### src/rtl/apmq_pkg.sv
// shared constants for the alarm priority message queue
// no dependencies; used by the top level and the testbench
`default_nettype none
package apmq_pkg;

  localparam int NORMAL_DEPTH = 16;
  localparam int MSG_WIDTH    = 32;

  localparam int PTR_W = (NORMAL_DEPTH > 1) ? $clog2(NORMAL_DEPTH) : 1;
  localparam int CNT_W = $clog2(NORMAL_DEPTH + 1);
  localparam int TOT_W = $clog2(NORMAL_DEPTH + 2);

  localparam logic [1:0] ST_OK      = 2'd0;
  localparam logic [1:0] ST_NO_ROOM = 2'd1;
  localparam logic [1:0] ST_NO_MSG  = 2'd2;

  localparam logic CMD_SEND = 1'b0;
  localparam logic CMD_RECV = 1'b1;

  localparam logic KIND_ALARM  = 1'b0;
  localparam logic KIND_NORMAL = 1'b1;

endpackage
`default_nettype wire

### src/rtl/alarm_priority_message_queue.sv
// top level of the alarm priority message queue
// depends on apmq_pkg and apmq_ram
`default_nettype none
// usage
//   input channel: an item (in_cmd, in_kind, in_message) is taken at a rising
//   edge with start high and busy low. in_cmd selects send or receive; on a
//   send in_kind picks the alarm slot or the normal fifo.
//   result channel: exactly one result per item, shown on the out_ ports for
//   one cycle while out_valid is high, in the cycle after the item is taken.
//   the receiver cannot stall, so nothing is held back on the output side.
//   throughput: one item per cycle. busy stays low; the only stored path is
//   the normal-message ram, whose read is registered.
//   a receive always sees sends taken in earlier cycles, since the ram write
//   lands at the edge that takes the send and the read is issued later.
//   the alarm is always served before any normal message.
//   reset (synchronous, rst_n low) empties the alarm slot and the fifo and
//   drops any pending result. ram contents are not cleared; an entry is
//   only read after it was written.
module alarm_priority_message_queue (
  input  wire logic                               clk,
  input  wire logic                               rst_n,
  input  wire logic                               start,
  output logic                                    busy,
  input  wire logic                               in_cmd,
  input  wire logic                               in_kind,
  input  wire logic [apmq_pkg::MSG_WIDTH-1:0]     in_message,
  output logic                                    out_valid,
  output logic      [1:0]                         out_status,
  output logic                                    out_served_kind,
  output logic      [apmq_pkg::MSG_WIDTH-1:0]     out_message_out,
  output logic      [apmq_pkg::TOT_W-1:0]         out_total_count,
  output logic                                    out_alarm_held
);

  localparam logic [apmq_pkg::CNT_W-1:0] FULL_CNT =
    apmq_pkg::CNT_W'(apmq_pkg::NORMAL_DEPTH);
  localparam logic [apmq_pkg::PTR_W-1:0] LAST_PTR =
    apmq_pkg::PTR_W'(apmq_pkg::NORMAL_DEPTH - 1);

  // control state
  logic                         alarm_valid_r, alarm_valid_nxt;
  logic [apmq_pkg::CNT_W-1:0]   cnt_r, cnt_nxt;
  logic [apmq_pkg::PTR_W-1:0]   rd_ptr_r, rd_ptr_nxt;
  logic [apmq_pkg::PTR_W-1:0]   wr_ptr_r, wr_ptr_nxt;
  logic                         out_valid_r, out_valid_nxt;

  // payload state
  logic [apmq_pkg::MSG_WIDTH-1:0] alarm_word_r, alarm_word_nxt;
  logic [1:0]                     status_r, status_nxt;
  logic                           kind_r, kind_nxt;
  logic [apmq_pkg::MSG_WIDTH-1:0] msg_r, msg_nxt;
  logic                           sel_ram_r, sel_ram_nxt;
  logic [apmq_pkg::TOT_W-1:0]     tot_r, tot_nxt;
  logic                           held_r, held_nxt;

  logic                           accept;
  logic                           is_send, is_recv;
  logic                           send_alarm_ok, send_norm_ok;
  logic                           recv_alarm, recv_norm;
  logic                           store_full, store_empty;
  logic [apmq_pkg::MSG_WIDTH-1:0] ram_rdata;

  assign busy   = 1'b0;
  assign accept = start && !busy;

  assign is_send     = accept && (in_cmd == apmq_pkg::CMD_SEND);
  assign is_recv     = accept && (in_cmd == apmq_pkg::CMD_RECV);
  assign store_full  = (cnt_r == FULL_CNT);
  assign store_empty = (cnt_r == '0);

  assign send_alarm_ok = is_send && (in_kind == apmq_pkg::KIND_ALARM) && !alarm_valid_r;
  assign send_norm_ok  = is_send && (in_kind == apmq_pkg::KIND_NORMAL) && !store_full;
  // alarm wins over the fifo on a receive
  assign recv_alarm    = is_recv && alarm_valid_r;
  assign recv_norm     = is_recv && !alarm_valid_r && !store_empty;

  // normal-message store; read data shows up in the result cycle
  apmq_ram #(
    .WIDTH (apmq_pkg::MSG_WIDTH),
    .DEPTH (apmq_pkg::NORMAL_DEPTH)
  ) u_store (
    .clk   (clk),
    .we    (send_norm_ok),
    .waddr (wr_ptr_r),
    .wdata (in_message),
    .re    (recv_norm),
    .raddr (rd_ptr_r),
    .rdata (ram_rdata)
  );

  // queue state update
  always_comb begin
    alarm_valid_nxt = alarm_valid_r;
    alarm_word_nxt  = alarm_word_r;
    cnt_nxt         = cnt_r;
    rd_ptr_nxt      = rd_ptr_r;
    wr_ptr_nxt      = wr_ptr_r;
    if (send_alarm_ok) begin
      alarm_valid_nxt = 1'b1;
      alarm_word_nxt  = in_message;
    end
    if (recv_alarm) begin
      alarm_valid_nxt = 1'b0;
    end
    if (send_norm_ok) begin
      cnt_nxt    = cnt_r + 1'b1;
      wr_ptr_nxt = (wr_ptr_r == LAST_PTR) ? '0 : wr_ptr_r + 1'b1;
    end
    if (recv_norm) begin
      cnt_nxt    = cnt_r - 1'b1;
      rd_ptr_nxt = (rd_ptr_r == LAST_PTR) ? '0 : rd_ptr_r + 1'b1;
    end
  end

  // result capture
  always_comb begin
    out_valid_nxt = accept;
    status_nxt    = apmq_pkg::ST_OK;
    if (is_send && !send_alarm_ok && !send_norm_ok) begin
      status_nxt = apmq_pkg::ST_NO_ROOM;
    end else if (is_recv && !recv_alarm && !recv_norm) begin
      status_nxt = apmq_pkg::ST_NO_MSG;
    end
    kind_nxt    = recv_norm ? apmq_pkg::KIND_NORMAL : apmq_pkg::KIND_ALARM;
    msg_nxt     = recv_alarm ? alarm_word_r : '0;
    sel_ram_nxt = recv_norm;
    tot_nxt     = apmq_pkg::TOT_W'(cnt_nxt) + apmq_pkg::TOT_W'(alarm_valid_nxt);
    held_nxt    = alarm_valid_nxt;
  end

  always_ff @(posedge clk) begin
    if (!rst_n) begin
      alarm_valid_r <= 1'b0;
      cnt_r         <= '0;
      rd_ptr_r      <= '0;
      wr_ptr_r      <= '0;
      out_valid_r   <= 1'b0;
    end else begin
      alarm_valid_r <= alarm_valid_nxt;
      cnt_r         <= cnt_nxt;
      rd_ptr_r      <= rd_ptr_nxt;
      wr_ptr_r      <= wr_ptr_nxt;
      out_valid_r   <= out_valid_nxt;
    end
  end

  always_ff @(posedge clk) begin
    alarm_word_r <= alarm_word_nxt;
    status_r     <= status_nxt;
    kind_r       <= kind_nxt;
    msg_r        <= msg_nxt;
    sel_ram_r    <= sel_ram_nxt;
    tot_r        <= tot_nxt;
    held_r       <= held_nxt;
  end

  assign out_valid       = out_valid_r;
  assign out_status      = status_r;
  assign out_served_kind = kind_r;
  assign out_message_out = sel_ram_r ? ram_rdata : msg_r;
  assign out_total_count = tot_r;
  assign out_alarm_held  = held_r;

  // fill count never passes the store depth
  a_cnt_bound: assert property (@(posedge clk) disable iff (!rst_n)
    cnt_r <= FULL_CNT)
    else $error("normal count above depth");

  // pointers and count stay consistent
  a_ptr_gap: assert property (@(posedge clk) disable iff (!rst_n)
    (cnt_r == '0 || cnt_r == FULL_CNT) |-> (rd_ptr_r == wr_ptr_r))
    else $error("pointers disagree with count");

  // a result appears only the cycle after an item was taken
  a_one_result: assert property (@(posedge clk) disable iff (!rst_n)
    out_valid |-> $past(accept))
    else $error("result without item");

  // an empty-queue status reports nothing held
  a_no_msg_empty: assert property (@(posedge clk) disable iff (!rst_n)
    (out_valid && out_status == apmq_pkg::ST_NO_MSG) |->
      (out_total_count == '0 && !out_alarm_held))
    else $error("no message reported with items held");

  // a normal message is never served while an alarm is waiting
  a_alarm_first: assert property (@(posedge clk) disable iff (!rst_n)
    recv_norm |-> !alarm_valid_r)
    else $error("normal served ahead of alarm");

endmodule
`default_nettype wire

### src/rtl/apmq_ram.sv
// generic single write port ram with one registered read port
// no dependencies
`default_nettype none
module apmq_ram #(
  parameter int WIDTH = 32,
  parameter int DEPTH = 16
) (
  input  wire logic                                  clk,
  input  wire logic                                  we,
  input  wire logic [((DEPTH > 1) ? $clog2(DEPTH) : 1)-1:0] waddr,
  input  wire logic [WIDTH-1:0]                      wdata,
  input  wire logic                                  re,
  input  wire logic [((DEPTH > 1) ? $clog2(DEPTH) : 1)-1:0] raddr,
  output logic      [WIDTH-1:0]                      rdata
);

  logic [WIDTH-1:0] mem [DEPTH];

  always_ff @(posedge clk) begin
    if (we) begin
      mem[waddr] <= wdata;
    end
    if (re) begin
      rdata <= mem[raddr];
    end
  end

endmodule
`default_nettype wire

### config.mk
export PLATFORM = sky130hd
export DESIGN_NAME = alarm_priority_message_queue
export DESIGN_NICKNAME = d
export VERILOG_FILES = /design/src/rtl/apmq_pkg.sv /design/src/rtl/alarm_priority_message_queue.sv /design/src/rtl/apmq_ram.sv
export SDC_FILE = /design/constraint.sdc
export NUM_CORES = 1
export LEC_CHECK = 0
export BUFFER_PORTS_ARGS = -buffer_cell sky130_fd_sc_hd__buf_2
export CORE_MARGIN = 5
export CORE_UTILIZATION = 55
export DETAILED_ROUTE_END_ITERATION = 16
export GPL_TIMING_DRIVEN = 0
export PLACE_DENSITY_LB_ADDON = 0.25
export SLEW_MARGIN = 20
export SYNTH_ARGS = -nofsm -noshare
export SYNTH_HDL_FRONTEND = slang
export SYNTH_SLANG_ARGS = --single-unit
### constraint.sdc
create_clock -name clk -period 7.2 [get_ports clk]
set_clock_uncertainty 0.05 [all_clocks]
set_input_delay 0.36 -clock clk [delete_from_list [all_inputs] [get_ports clk]]
set_output_delay 0.36 -clock clk [all_outputs]
set_load 0.01 [all_outputs]
---- Word level (Yosys, flattened, before mapping) ----
Memories as Yosys holds them, arrays and structs flattened. A register that Yosys moved wholly into a read port is not among the register bits.
Index checks and enable logic that the tools add are counted.
word-level totals
  bits of input ports ..................... 37
  memories ................................ 1
  logic and storage cells ................. 55
  register bits after elaboration ......... 89
  output and inout bits ................... 43
  RAM bits ................................ 512
cells by class
  eq/ne operators ......................... 3
  bitwise logic cells ..................... 2
  add/sub/neg operators ................... 5
  reductions and logical operators ........ 21
  muxes and demuxes ....................... 11
memories
  memory       words  width  rd ports  clocked after Yosys merged registers in  write ports  line            text
  u_store.mem  16     32     1         1                                        1            apmq_ram.sv:17  logic [WIDTH-1:0] mem [DEPTH];
operators with widths
  cell                                                                 count
  32-bit 2-to-1 mux                                                    1
  1-bit logical AND                                                    13
  5-bit 2-to-1 mux                                                     2
  4-bit by 1-bit adder with 4-bit output (second input constant)       2
  4-bit == test (second input constant)                                2
  4-bit 2-to-1 mux                                                     2
  1-bit logical NOT                                                    7
  5-bit by 1-bit adder with 5-bit output                               1
  5-bit by 1-bit adder with 5-bit output (second input constant)       1
  5-bit == test (second input constant)                                1
  5-bit logical NOT                                                    1
  1-bit 2-to-1 mux                                                     5
  5-bit by 1-bit subtractor with 5-bit output (second input constant)  1
  2-bit 2-to-1 mux                                                     1
  1-bit inverter                                                       2

---- Depth between registers and ports, before layout ----
Gate-level depths: netlist of the first run.
  depth in word-level cells ............... 7
  depth in mapped cells ................... 11
  gate-level depth less buffers ........... 11

---- Cells and area by module ----
Synthesis of the first run repeated with hierarchy kept, for this count alone.
second synthesis, totals
  cell total of the unflattened synthesis .. 1094
  area total of the unflattened synthesis .. 23573.9 sq um
modules (own cells, without submodules)
  module                        area an instance (sq um)  times used  seq. area each (sq um)  cells an instance
  apmq_ram                      20174.3                   1           16335.7                 838
  alarm_priority_message_queue  3399.5                    1           2082.0                  256

---- Least setup slack after synthesis of the first run ----
Ideal clock, no wire load.
  path kind ............................... register to register
  start point ............................. register cnt_r[0] (netlist name)
  end point ............................... memory u_store.mem[7][0], enable pin
  clock period less this slack ............ 3.849 ns
  library setup time ...................... 0.461 ns
  required time ........................... 6.689 ns
  data arrival time ....................... 3.338 ns
  slack ................................... 3.351 ns
  cell stages (with the launch flop) ...... 6
  path buffers ............................ 0
  path through ............................ dfxtp_1 > inv_1 > ha_1 > nor3b_2 > a21o_1 > nor3_1
on the way
  word-level cells in the longest chain between the ends .. 5
RTL lines
  element                                 line                                 text
  from (decl)                             alarm_priority_message_queue.sv:42   logic [apmq_pkg::CNT_W-1:0] cnt_r, cnt_nxt;
  from (signal assigned)                  alarm_priority_message_queue.sv:140  cnt_r <= cnt_nxt;
  5-bit == test                           alarm_priority_message_queue.sv:68   assign store_full = (cnt_r == FULL_CNT);
  1-bit logical NOT                       alarm_priority_message_queue.sv:72   assign send_norm_ok = is_send && (in_kind == apmq_pkg::KIND_NORMAL) && !store_full;
  1-bit logical AND                       alarm_priority_message_queue.sv:72
  1-bit 2-to-1 mux                        apmq_ram.sv:20                       if (we) begin
  1-bit 2-to-1 mux (not written as such)  apmq_ram.sv:21                       mem[waddr] <= wdata;
  to (decl)                               apmq_ram.sv:17
Every way passes these cells.

---- Worst setup path after layout of the first run ----
  start point ............................. register cnt_r[0] (netlist name)
  end point ............................... memory u_store.mem[8][15], enable pin
The elaborated chain is that of the path after synthesis.

==> results.py, run 1 <==
metrics = {
    "timing": {
        "timing.hold.ws_ns": 0.0364,
        "worst_pin_slew_ns": 0.980,
        "rsz0062_at_grt": "no",
        "hold_viol": 0,
        "fin_crit_sh_pct": 43.1,
        "relSlewSlack_pct": 34.7,
        "tns_ns": 0,
        "slew_violations": 0,
        "fin_crit_ns": 3.10,
        "max_freq_mhz": 322,
        "finalSetupViolCount": 0,
    },
    "worst_setup_path": {
        "rr_worst_depth": 7,
        "worstPathArrival_ns": 3.29,
        "critPathMaxFanout": 32,
        "endpoint_kind": "flip-flop",
        "crit_type": "reg -> reg",
        "cp-start-kind": "flip-flop",
        "crit_required_ns": 7.38,
    },
    "clock_tree": {
        "clk_latency_ns": 0.61,
        "cts_setup_buffers": 0,
        "cts-htree-levels": 2,
        "ctsHoldBuffers": 1,
        "tritoncts": "done",
        "numCtsBuffers": 61,
        "clockBufferDepth": 3,
        "post_cts_resized": 0,
        "clock_sinks": 632,
        "clockRootBuffer": "clkbuf_16",
        "clkTransAtPathRegs_ns": 0.06,
    },
    "drt": {
        "initialDrtViolationCount": 1120,
        "drc_errors": 0,
        "vias_per_cell": 5.91,
        "ant_nets": 0,
        "drtPass1Iterations": 7,
        "routedWlPerCell_um": 26.5,
        "totalWireLength_um": 51300,
        "vias": 11400,
    },
    "pwr": {
        "ir_worst_vdd_uv": 227,
        "powerDensity_nw_per_um2": 272,
        "power_w": 0.00748,
        "p_leak_nw": 8.87,
    },
    "synthesis": {
        "synth_edf_count": 576,
        "synth_top_area_share_pct": 72.2,
        "ys.flop_type": "edfxtp_1",
        "ys_seq_area_share_pct": 76.9,
        "yosys-top-cells-area": "edfxtp_1 72%, mux4_2 12%, dfxtp_1 4.7%",
        "synthCells": 1138,
        "ys_seq_elements": 632,
        "synth-async-reset-ratio_pct": 0,
        "avgSynthCellArea_um2": 21.1,
        "ys_warn_count": 0,
        "syn-num-nets": 1184,
        "synth_cell_type_count": 51,
        "yosysTopAreaCell": "edfxtp_1",
        "syn_area_um2": 24000,
    },
    "worst_hold_path": {
        "worstHoldPathType": "in -> reg",
        "worstHoldPathCells": 3,
    },
    "floorplanning": {
        "die_width_um": 219,
        "rows": 76,
        "die_area_um2": 47800,
        "start_util_pct": 55.6,
        "io_pins": 80,
        "fp.dieH_um": 219,
        "core_area_um2": 43100,
    },
    "global_route": {
        "antenna_found_initial": 2,
        "overflow": 0,
        "grt_first_pass_wirelength_um": 76400,
        "grt_pass1_vias": 12000,
        "grt_use_total_pct": 21.9,
        "grt_max_degree": 38,
    },
    "layout": {
        "most-common-layout-cells": "576 x edfxtp_1, 128 x mux4_2, 87 x buf_2, 61 x clkbuf_16, 56 x dfxtp_1",
        "drive_gt1_share_pct": 29.5,
        "synthToLayoutAreaGrowth_pct": 14.6,
        "fill_cells": 2862,
        "final_area_um2": 27500,
        "seq_area_um2": 18400,
        "nets": 1345,
        "multi_input_area_um2": 5240,
        "final_common_cell": "edfxtp_1",
    },
    "run_status": {
        "outcome": "finished, final reports clean",
    },
    "placed_design": {
        "io_buffers": 78,
        "dp_hpwl_um": 30300,
        "place_congestion": 0.742,
        "place_area_um2": 25400,
    },
    "flow_run": {
        "maxCapViolations": 0,
    },
}
## cell families after synthesis
family                     Yosys count  synth area share [%]
xor gates and xnor gates             6                 0.219
AOI/OAI and AO/OA                   89                  2.46
other                                1                0.0156
buffers and inverters               69                  1.47
DFF                                632                  76.9
muxes                              193                  14.9
adders and majority gates            9                 0.470
and+or+nand+nor                    139                  3.60
## metal layers
layer  up-vias  track usage, %  wire length, µm
met1      6025            29.6            20700
li1       4965               -                -
met4         0            6.20             1110
met5         -               0                0
met2       356            37.2            26400
met3        88            3.98             3100
## path summary, 6_finish.rpt
kind	from	end	slack, ns
min reg2reg	alarm_word_r[1]	msg_r[1]	0.38
max	cnt_r[0]	u_store.mem[8][15]	4.10
min	in_kind	out_status[0]	0.04
max reg2reg	cnt_r[0]	u_store.mem[8][15]	4.10
## cell type report
type	instances	area share, %
diodes	2	0.0182
plain buffers	61	1.18
clock buffers	89	6.23
clock inverters	23	1.06
inverters	8	0.118
multi-input cells	437	19.1
flip-flops and latches	632	67.1
well taps	585	2.67
repair buffers	98	2.59
## stage by stage
step	instances	utilization, %	setup slack, ns
CTS	1933	63.7	4.01
floorplan	1138	-	3.35
detailed placement	1820	59.1	4.17
finish	1935	63.8	4.10
global route	1934	63.7	3.95
global placement	1801	58.2	0.717
## flip-flops by register name, indices dropped and copies added, names as in the netlist
name,flops
out_valid,1
out_total_count,5
cnt_r,5
alarm_valid_r,1
out_status,2
out_served_kind,1
alarm_word_r,32
u_store.mem,512
wr_ptr_r,4
u_store.rdata,32
rd_ptr_r,4
msg_r,32
out_alarm_held,1
## synthesized netlist by cell type, drive strengths merged (3+ instances only)
cell	number
nor2	7
xor2	3
buf	31
a211oi	32
clkbuf	30
nor3	4
nand2	16
nand3b	3
edfxtp	576
and2	47
a21boi	5
a21oi	41
and3	6
and4	4
mux2i	33
nand3	7
ha	9
mux2	32
nor2b	35
inv	8
dfxtp	56
mux4	128
xnor2	3
## report_power, final
part	switching [W]	internal [W]	total, W
clock network	0.00131	0.00189	0.00319
registers	0.00000809	0.00403	0.00404
logic	0.000147	0.000105	0.000252
## worst max-delay path, cell delays in order (launching register included)
cell and delay (ns):
dfxtp_1 0.42, inv_1 0.07, ha_1 0.26, nor3b_2 0.21
a21oi_1 0.62, nand2_1 0.15, nor2_1 0.26, and2_4 0.68
Power figures use the tool's default switching activity.
==> run 2: changes to the inputs <==
--- a/config.mk
+++ b/config.mk
@@ -5,6 +5,7 @@
 export SDC_FILE = /design/constraint.sdc
 export NUM_CORES = 1
 export LEC_CHECK = 0
+export ABC_AREA = 1
 export BUFFER_PORTS_ARGS = -buffer_cell sky130_fd_sc_hd__buf_2
 export CORE_MARGIN = 5
 export CORE_UTILIZATION = 55
==> constraint.sdc (replaced) <==
create_clock -name clk -period 2.8 [get_ports clk]
set_clock_uncertainty 0.05 [all_clocks]
set_input_delay 0.14 -clock clk [delete_from_list [all_inputs] [get_ports clk]]
set_output_delay 0.14 -clock clk [all_outputs]
set_load 0.01 [all_outputs]
==> results.py, run 2 <==
metrics = {
    "run_status": {
        "outcome": "finished, final reports clean",
    },
    "synthesis": {
        "synth_most_common_cell": "edfxtp_1",
        "synth_top_area_share_pct": 71.4,
        "synth-async-reset-ratio_pct": 0,
        "ys_seq_elements": 632,
        "synthSimpleGateAreaFrac_pct": 8.43,
        "yosys-top-cells-area": "edfxtp_1 71%, nor2_1 5.1%, o21ai_0 4.9%",
        "yosysTopAreaCell": "edfxtp_1",
        "avgSynthCellArea_um2": 13.6,
        "synth_mux_area_share_pct": 1.49,
        "syn-num-nets": 1822,
        "ys_seq_area_share_pct": 76.1,
        "synthCells": 1776,
        "synth-compound-area-share_pct": 9.77,
        "synth_cell_type_count": 35,
        "synthTopCellsByCount": "576 x edfxtp_1, 332 x nor2_1, 238 x o21ai_0",
        "ys.flop_type": "edfxtp_1",
        "ys_warn_count": 0,
        "synth_xor_area_share_pct": 0.181,
        "synth_top_family_by_area": "compound AO/OA/AOI/OAI gates",
        "syn_area_um2": 24200,
        "synthAdderAreaFrac_pct": 0.465,
        "synth_edf_count": 576,
    },
    "global_route": {
        "antenna_found_initial": 0,
        "grt_use_total_pct": 26.1,
        "grt_first_pass_wirelength_um": 93300,
        "overflow": 0,
        "grt_pass1_vias": 15200,
        "grt_max_degree": 39,
    },
    "floorplanning": {
        "start_util_pct": 55.8,
        "fp.dieH_um": 220,
        "die_width_um": 220,
        "core_area_um2": 43400,
        "io_pins": 80,
        "die_area_um2": 48300,
        "rows": 76,
    },
    "pwr": {
        "p_leak_nw": 9.76,
        "power_w": 0.0200,
        "powerDensity_nw_per_um2": 708,
        "ir_worst_vdd_uv": 484,
    },
    "worst_setup_path": {
        "crit_type": "reg -> reg",
        "cp-start-kind": "flip-flop",
        "r2r-end": "u_store.mem[12][10]",
        "endpoint_kind": "flip-flop",
        "rr_worst_depth": 8,
        "crit_required_ns": 3.06,
        "r2r_start": "cnt_r[0]",
        "ff2ff_setup_slack_ns": 0.18,
        "worstPathArrival_ns": 2.87,
        "critPathMaxFanout": 19,
    },
    "drt": {
        "vias_per_cell": 5.99,
        "routedWlPerCell_um": 24.3,
        "vias": 15600,
        "initialDrtViolationCount": 2054,
        "totalWireLength_um": 63300,
        "drc_errors": 0,
        "ant_nets": 0,
        "drtPass1Iterations": 6,
    },
    "placed_design": {
        "place_ws_ns": -0.210,
        "placed_cells": 2458,
        "io_buffers": 78,
        "place_congestion": 0.865,
        "dp_hpwl_um": 40800,
    },
    "layout": {
        "drive_gt1_share_pct": 14.8,
        "most-common-layout-cells": "576 x edfxtp_1, 315 x nor2_1, 238 x o21ai_0, 106 x nand2_1, 99 x buf_2",
        "largest_reg_flops": 512,
        "final_common_cell": "edfxtp_1",
        "synthToLayoutAreaGrowth_pct": 16.7,
        "antenna_cells": 0,
        "top_register": "u_store.mem",
        "fin_cells": 2608,
        "nets": 2019,
    },
    "clock_tree": {
        "clk_latency_ns": 0.61,
        "cts-htree-levels": 2,
        "clkTransAtPathRegs_ns": 0.06,
        "clockRootBuffer": "clkbuf_16",
        "numCtsBuffers": 59,
        "clock_sinks": 632,
        "tritoncts": "done",
        "clockBufferDepth": 3,
    },
    "worst_hold_path": {
        "worstHoldPathType": "in -> reg",
        "hp-start": "in_cmd",
        "min_to": "out_status[0]",
        "worstHoldPathCells": 5,
    },
    "timing": {
        "timing.hold.ws_ns": 0.314,
        "fin_crit_sh_pct": 93.4,
        "rsz0062_at_grt": "no",
        "worst_pin_slew_ns": 1.05,
        "fin_crit_ns": 2.62,
        "finalSetupViolCount": 0,
        "tns_ns": 0,
        "max_freq_mhz": 382,
        "slew_violations": 0,
        "hold_viol": 0,
        "relSlewSlack_pct": 30.1,
        "fin_ws_ns": 0.184,
    },
    "flow_run": {
        "maxCapViolations": 0,
    },
}
## run 2: changes by cell type after synthesis, sizes merged, moves of 60 or more
cell | previous run | this run
nor2 | 7 | 334
o22ai | 2 | 76
nand2 | 16 | 108
nand3 | 7 | 67
mux4 | 128 | 0
o21ai | 2 | 262
## run 2: final cells by class
class | count | area [µm²]
clock inverters | 11 | 77.6
well taps | 585 | 732
clock buffers | 100 | 1850
fillers | 3142 | 15100
plain buffers | 108 | 629
multi-input cells | 972 | 5060
repair buffers | 136 | 1250
flip-flops and latches | 632 | 18400
inverters | 64 | 245
## run 2: critical path: stages, from the launching register on
cell	delay (ns)
dfxtp_1	0.36
inv_1	0.09
ha_1	0.26
nand3_2	0.12
nand2_2	0.06
inv_1	0.19
nand2_1	0.31
nor2_4	0.59
buf_16	0.25
## run 2: cells by family (layout without fill, tap and decap cells)
family / after synthesis / in the layout
and+or+nand+nor: 514 / 514
xor gates and xnor gates: 5 / 5
AOI/OAI and AO/OA: 411 / 411
adders and majority gates: 9 / 9
buffers and inverters: 172 / 419
DFF: 632 / 632
other: 1 / 1
muxes: 32 / 32
## run 2: through the flow
| step | util [%] | instance area (µm²) |
|---|---|---|
| after CTS | 65.1 | 28200 |
| after global routing | 65.2 | 28300 |
| after floorplan | - | 24200 |
| after global placement | 58.5 | 25400 |
| final | 65.2 | 28300 |
| after detailed placement | 59.8 | 25900 |
## run 2: timing repair
action,in CTS,in global routing
setup buffers,0,2
hold buffers,37,0
gates resized for setup,1,1
pin swaps,0,1
hold endpoints to repair,565,0
endpoints found under the setup margin,2,18
## run 2: worst max path at each step
stage,from,to,cells past startpoint
floorplan,cnt_r[0],u_store.mem[11][0],8
global placement,cnt_r[0],u_store.mem[11][10],8
detailed placement,cnt_r[0],out_total_count[4],13
CTS,cnt_r[0],u_store.mem[8][9],8
global route,cnt_r[0],u_store.mem[12][5],8
finish,cnt_r[0],u_store.mem[12][10],8
## run 2: power breakdown
part           switching [W]  internal, W  total [W]
Clock                0.00335      0.00457    0.00792
Combinational        0.00114     0.000498    0.00164
Sequential         0.0000365       0.0104     0.0104
Total                0.00453       0.0155     0.0200
## run 2: routing by layer
metal | vias up | share of wire, % | track usage [%]
li1 | 6919 | - | -
met5 | - | 0 | 0
met2 | 856 | 49 | 43.4
met1 | 7691 | 38 | 34.4
met4 | 0 | 3.1 | 9.05
met3 | 143 | 10 | 5.76
